### src/decision_tree_leaf_lookup_top_defines.svh
// Assertion macros shared by the RTL
`ifndef DECISION_TREE_LEAF_LOOKUP_TOP_DEFINES_SVH
`define DECISION_TREE_LEAF_LOOKUP_TOP_DEFINES_SVH

// implication checked on every rising clock edge outside reset
`define DTL_ASSERT_IMP(label, clk, rst_n, ante, cons, msg) \
	label: assert property (@(posedge clk) disable iff (!rst_n) (ante) |-> (cons)) \
		else $error(msg);

// next-cycle implication
`define DTL_ASSERT_NEXT(label, clk, rst_n, ante, cons, msg) \
	label: assert property (@(posedge clk) disable iff (!rst_n) (ante) |=> (cons)) \
		else $error(msg);

`endif

### src/dtl_pkg.sv
`default_nettype none
package dtl_pkg;
	localparam int FIELD_W = 32;
	localparam int FEAT_W = 8;
	localparam int NIDX_W = 10;
	localparam int CFG_W = 9;
	localparam logic [8:0] FEATURE_COUNT_RST = 9'd256;

	typedef enum logic [1:0] {
		OP_WRITE_NODE = 2'd0,
		OP_SET_FEATURE = 2'd1,
		OP_MISS_FEATURE = 2'd2,
		OP_PREDICT = 2'd3
	} opcode_t;

	// controller to datapath
	typedef struct packed {
		logic load_item;   // capture input item, do feature/node writes
		logic issue_read;  // latch out-of-range flag for the node read at current index
		logic step;        // evaluate returned node, advance
		logic load_out;    // load output register
	} dtl_cmd_t;

	// datapath to controller
	typedef struct packed {
		logic is_predict;
		logic at_leaf;
		logic limit_hit;
	} dtl_status_t;

	// IEEE single ordering, NaN and signed zero never less
	function automatic logic f32_less(input logic [31:0] a, input logic [31:0] b);
		logic [31:0] ka;
		logic [31:0] kb;
		logic nan_a;
		logic nan_b;
		ka = a[31] ? ~a : (a | 32'h8000_0000);
		kb = b[31] ? ~b : (b | 32'h8000_0000);
		nan_a = (a[30:0] > 31'h7F80_0000);
		nan_b = (b[30:0] > 31'h7F80_0000);
		if (nan_a || nan_b) return 1'b0;
		if ((a[30:0] | b[30:0]) == 31'd0) return 1'b0;
		return ka < kb;
	endfunction
endpackage
`default_nettype wire

### src/dtl_ctrl.sv
`default_nettype none
`include "decision_tree_leaf_lookup_top_defines.svh"
module dtl_ctrl
	import dtl_pkg::*;
(
	input  wire logic        clk,
	input  wire logic        arst_n,
	input  wire logic        in_fire,
	input  wire logic        out_busy,
	input  wire dtl_status_t status,
	output      logic        s_ready,
	output      dtl_cmd_t    cmd
);
	typedef enum logic [2:0] {
		ST_IDLE,
		ST_DECODE,
		ST_READ,
		ST_WAIT,
		ST_EVAL,
		ST_OUT
	} state_t;

	state_t state_q;

	assign s_ready = (state_q == ST_IDLE);

	always_comb begin
		cmd = '0;
		cmd.load_item = in_fire;
		cmd.issue_read = (state_q == ST_READ);
		cmd.step = (state_q == ST_EVAL) && !status.at_leaf && !status.limit_hit;
		cmd.load_out = (state_q == ST_OUT) && !out_busy;
	end

	always_ff @(posedge clk or negedge arst_n) begin
		if (!arst_n) begin
			state_q <= ST_IDLE;
		end else begin
			unique case (state_q)
				ST_IDLE: if (in_fire) state_q <= ST_DECODE;
				ST_DECODE: state_q <= status.is_predict ? ST_READ : ST_IDLE;
				ST_READ: state_q <= ST_WAIT;
				ST_WAIT: state_q <= ST_EVAL;
				ST_EVAL: begin
					if (status.at_leaf || status.limit_hit) state_q <= ST_OUT;
					else state_q <= ST_READ;
				end
				ST_OUT: if (!out_busy) state_q <= ST_IDLE;
				default: state_q <= ST_IDLE;
			endcase
		end
	end

	`DTL_ASSERT_IMP(a_ready_idle, clk, arst_n, s_ready, state_q == ST_IDLE, "ready outside idle")
	`DTL_ASSERT_NEXT(a_fire_decode, clk, arst_n, in_fire, state_q == ST_DECODE, "no decode after item")
	`DTL_ASSERT_IMP(a_step_excl, clk, arst_n, cmd.step, !cmd.load_out && !cmd.issue_read, "step overlaps")
endmodule
`default_nettype wire

### config.mk
export PLATFORM = sky130hd
export DESIGN_NAME = dtl_ctrl
export DESIGN_NICKNAME = d
export VERILOG_FILES = /design/src/dtl_pkg.sv /design/src/dtl_ctrl.sv
export VERILOG_INCLUDE_DIRS = /design/src /design/src/src
export SDC_FILE = /design/constraint.sdc
export NUM_CORES = 1
export LEC_CHECK = 0
export ABC_AREA = 0
export ABC_CLOCK_PERIOD_IN_PS = 1300
export BUFFER_PORTS_ARGS = -buffer_cell sky130_fd_sc_hd__clkbuf_2
export CORE_AREA = 4 4 41 43
export DETAILED_ROUTE_END_ITERATION = 8
export DIE_AREA = 0 0 45 47
export PLACE_DENSITY = 0.33
export SYNTH_ARGS = -nofsm -noshare
export SYNTH_HDL_FRONTEND = slang
export SYNTH_SLANG_ARGS = --single-unit
### constraint.sdc
create_clock -name clk -period 1.3 [get_ports clk]
set_input_delay 0.13 -clock clk [delete_from_list [all_inputs] [get_ports clk]]
set_output_delay 0.13 -clock clk [all_outputs]
set_load 0.05 [all_outputs]
# Word level (Yosys, flattened, before mapping)
# Index checks and enable logic that the tools add are counted.
dict set report word_totals {
  inputBits 7
  wordCells 22
  register_bits 3
  output_inout_bits 5
}
dict set report classes {
  eq_ne 7
  n_reduce_logical 9
  muxes 5
}
# operator count
set op_table {}
lappend op_table {{$pmux 3 s6} 1}
lappend op_table {{$mux 3} 3}
lappend op_table {{$eq 3x2->1 const B} 2}
lappend op_table {{$eq 3x3->1 const B} 2}
lappend op_table {{$ne 2x2->1 const B} 2}
lappend op_table {{$eq 3x1->1 const B} 1}
lappend op_table {{$logic_and 1x1->1} 3}
lappend op_table {{$logic_not 1->1} 3}
lappend op_table {{$logic_not 3->1} 1}
lappend op_table {{$mux 2} 1}
lappend op_table {{$reduce_and 2->1} 1}
lappend op_table {{$logic_or 1x1->1} 1}

# Depth between registers and ports, before layout
dict set report logic_depth {
  depth_word 3
  depth_mapped 3
  ltp_nobuf 3
}

# Worst setup path before layout
# Ideal clock, no wire load.
dict set report synth_path {
  kind {register to register}
  from {reg state_q[1]}
  to {reg state_q[1]}
  required_ns 1.227
  setup_ns 0.073
  t_arrival_ns 2.303
  synth_period_minus_slack_ns 2.376
  path_slack_ns -1.076
  path_stages_with_launch 4
  n_path_buf 0
  cell_sequence {dfrtp_1 -> nand2b_1 -> nor4_1 -> or3_1}
}
dict set report synth_via {
  elab_chain_len 3
  word_cells_on_any_way 10
  classes_between {7 x eq/ne; 1 x mux; 2 x reduce/logical}
}
# element line_no
set synth_rtl {}
lappend synth_rtl {{from (decl)} dtl_ctrl.sv:23} ;# state_t state_q;
lappend synth_rtl {{from (signal assigned)} dtl_ctrl.sv:41} ;# ST_DECODE: state_q <= status.is_predict ? ST_READ : ST_IDLE;
lappend synth_rtl {{$eq 3x3->1 or $logic_not 3->1 (tied branches)} dtl_ctrl.sv:39} ;# unique case (state_q)
lappend synth_rtl {{$ne 2x2->1 (no line)} -}
lappend synth_rtl {{$reduce_and 2->1 (no line)} -}
# Several ways; a longest one is shown, not always the timed one.
# A chain may end at the register's enable or synchronous reset.

==> results.json <==
{
  "synth_warnings": 0,
  "synth_ff_type": "dfrtp_1",
  "startpoint": "state_q[0]",
  "wire_per_inst_um": 9.808,
  "fin_crit_sh": 0.9988,
  "clock_skew_ns": 0.003039,
  "hold_violations": 0,
  "r2r-start": "state_q[1]",
  "irDropWorstVdd_mv": 0.6209,
  "io_buffers": 11,
  "instances_no_fill": 52,
  "initial_core_util": 0.1317,
  "n_fill_cell": 159,
  "fin_nets": 45,
  "finalWeightedCongestion": 0.5732,
  "clock-sinks": 3,
  "synth_largest_area_cell": "dfrtp_1",
  "dp_cells": 46,
  "synth_top_area_share": 0.4380,
  "cp-end-kind": "output pin",
  "grtUsageMet3": 0.01149,
  "clk_pin_slew_ns": 0.03,
  "reg.largest.list": "state_q (3)",
  "cts_buffers": 3,
  "die_h_um": 47,
  "grt_overflow": 0,
  "rsz0062_at_grt": "yes",
  "netlist_top_cells_count": "dfrtp_1 (3), nand2_1 (3), nor3_1 (3)",
  "syn_nets": 27,
  "regArea_um2": 77.57,
  "drc": 0,
  "final_area_um2": 357.8,
  "diodes": 0,
  "drv_slew": 0,
  "cp.required_ns": 1.17,
  "place_hpwl_um": 389.1,
  "antenna_found_initial": 0,
  "largest_reg_flops": 3,
  "synth_area_um2": 171.4,
  "dieArea_um2": 2115,
  "critPathSlowestCell": "dfrtp_2",
  "cts-root-buf": "clkbuf_4",
  "fin_setup_tns_ns": 0,
  "place_area_um2": 265.3,
  "min_period_ns": 1.298,
  "coreArea_um2": 1301,
  "synth_cells": 20,
  "track_usage": 0.05784,
  "synth_seq_cells": 3,
  "synth_area_per_cell_um2": 8.571,
  "drtIter0Drc": 0,
  "vias": 201,
  "startpoint_type": "flop",
  "power_leakage_nw": 0.1621,
  "clkLatencyLatePin_ns": 0.23,
  "power.density_nw_per_um2": 2287,
  "ys_types": 12,
  "cts_tree": "done",
  "pre_cts_slack_ns": 0.05586,
  "min-delay-start": "in_fire",
  "grt_pass1_wl_um": 752,
  "max_freq_mhz": 770.1,
  "clk_path_buf_depth": 2,
  "gr-max-usage-layer": "met4",
  "path_buf_inv": 1,
  "grt_max_degree": 8,
  "multiInputGateArea_um2": 125.1,
  "cp_cell_sequence": "nor4_4 -> clkbuf_8",
  "cp_slowest_stage_delay_ns": 0.45,
  "first_pass_iters": 1,
  "setup_ws_ns": 0.001547,
  "drive_gt1_frac": 0.6486,
  "die_w_um": 45,
  "setup_viol": 0,
  "worst_pin_slew_ns": 0.2762,
  "rows": 13,
  "holdCritPathClass": "in2reg",
  "use_met2": 0.07345,
  "grt_pass1_vias": 192,
  "wl_um": 510,
  "netlist_top_cells_area": "dfrtp_1 (44%), nor3_1 (8.8%), nand2b_1 (7.3%)",
  "h-tree-depth": 1,
  "drv_cap": 0,
  "grt_use_met1": 0.05963,
  "cp_max_fo": 6,
  "top_register": "state_q",
  "cp_top_family": "flip-flops",
  "relSlewSlack": 0.8166,
  "async_flop_share": 1.000,
  "crit_arrival_ns": 1.17,
  "synth_edf_count": 0,
  "run_status": "complete, no violations",
  "criticalPathCategory": "reg2out",
  "ios": 12,
  "viasPerCell": 3.865,
  "seq_area_frac_synth": 0.4380,
  "postRouteAntennaNets": 0,
  "area_growth_syn_to_layout_pct": 108.8
}
## through the flow
stage	hold slack (ns)	util	total power, mW
2_1_floorplan	-0.1656	-	0.4392
3_3_place_gp	-0.07395	0.2038	0.5328
3_5_place_dp	-0.07017	0.2038	0.5380
4_1_cts	0.1663	0.2500	0.7488
5_1_grt	0.2075	0.2750	0.8833
6_report	0.1657	0.2750	0.8183
## cell type report
type                       instances  area share
multi-input combinational         16      0.3497
timing repair buffer              14      0.3077
sequential                         3      0.2168
clock buffer                       4     0.07343
tap                               15     0.05245
## cell usage in the layout, fill, tap and decap left out
cell	n
clkbuf_2	7
nand2_1	3
clkbuf_4	3
nor2_2	2
nor3_1	2
o21ai_0	2
buf_6	2
clkbuf_8	2
buf_4	2
dfrtp_2	2
and2_4	1
nor3_4	1
nand2b_4	1
nor4_4	1
nand2b_1	1
or3_1	1
or3b_1	1
clkbuf_1	1
dlygate4sd3_1	1
dfrtp_1	1
## tightest hold or removal path, delay by kind of cell
| family | cells | cell delay (ns) |
|---|---|---|
| buffers and inverters | 1 | 0.09 |
| AOI/OAI and AO/OA | 1 | 0.07 |
| and+or+nand+nor | 1 | 0.07 |
## worst paths after layout
| check | slack [ns] | end | depth (start not counted) |
|---|---|---|---|
| setup / recovery | 0.002 | cmd[1] | 2 |
| hold / removal | 0.17 | state_q[0] | 3 |
| setup reg to reg | 0.14 | state_q[1] | 3 |
| hold reg to reg | 0.60 | state_q[2] | 1 |
| max in group asynchronous | 0.95 | state_q[0] | 2 |
| min in group asynchronous | 0.22 | state_q[1] | 2 |
## where the power goes
part           internal, mW  switching (mW)
sequential            0.136          0.0623
combinational         0.203           0.256
clock                 0.115          0.0470
## repair_timing
action	CTS	global route
buffers inserted	0	1
pin swaps	0	0
setup endpoints to repair	4	4
cloned	0	0
hold endpoints to repair	3	0
hold buffers	1	0
gates resized for setup	7	9
## cells by family (layout without fill, tap and decap cells)
family / after synthesis / in the layout / synth area share
and+or+nand+nor: 14 / 14 / 0.4599
DFF: 3 / 3 / 0.4379
AOI/OAI and AO/OA: 2 / 2 / 0.05840
buffers and inverters: 1 / 18 / 0.04381
## metal layers
metal / share of wire / up-vias / wire, um
li1: - / 102 / -
met1: 0.39 / 87 / 197
met2: 0.49 / 8 / 248
met3: 0.076 / 4 / 39
met4: 0.049 / 0 / 25
met5: 0 / - / 0
No activity file was read; power rests on OpenSTA's default activity.
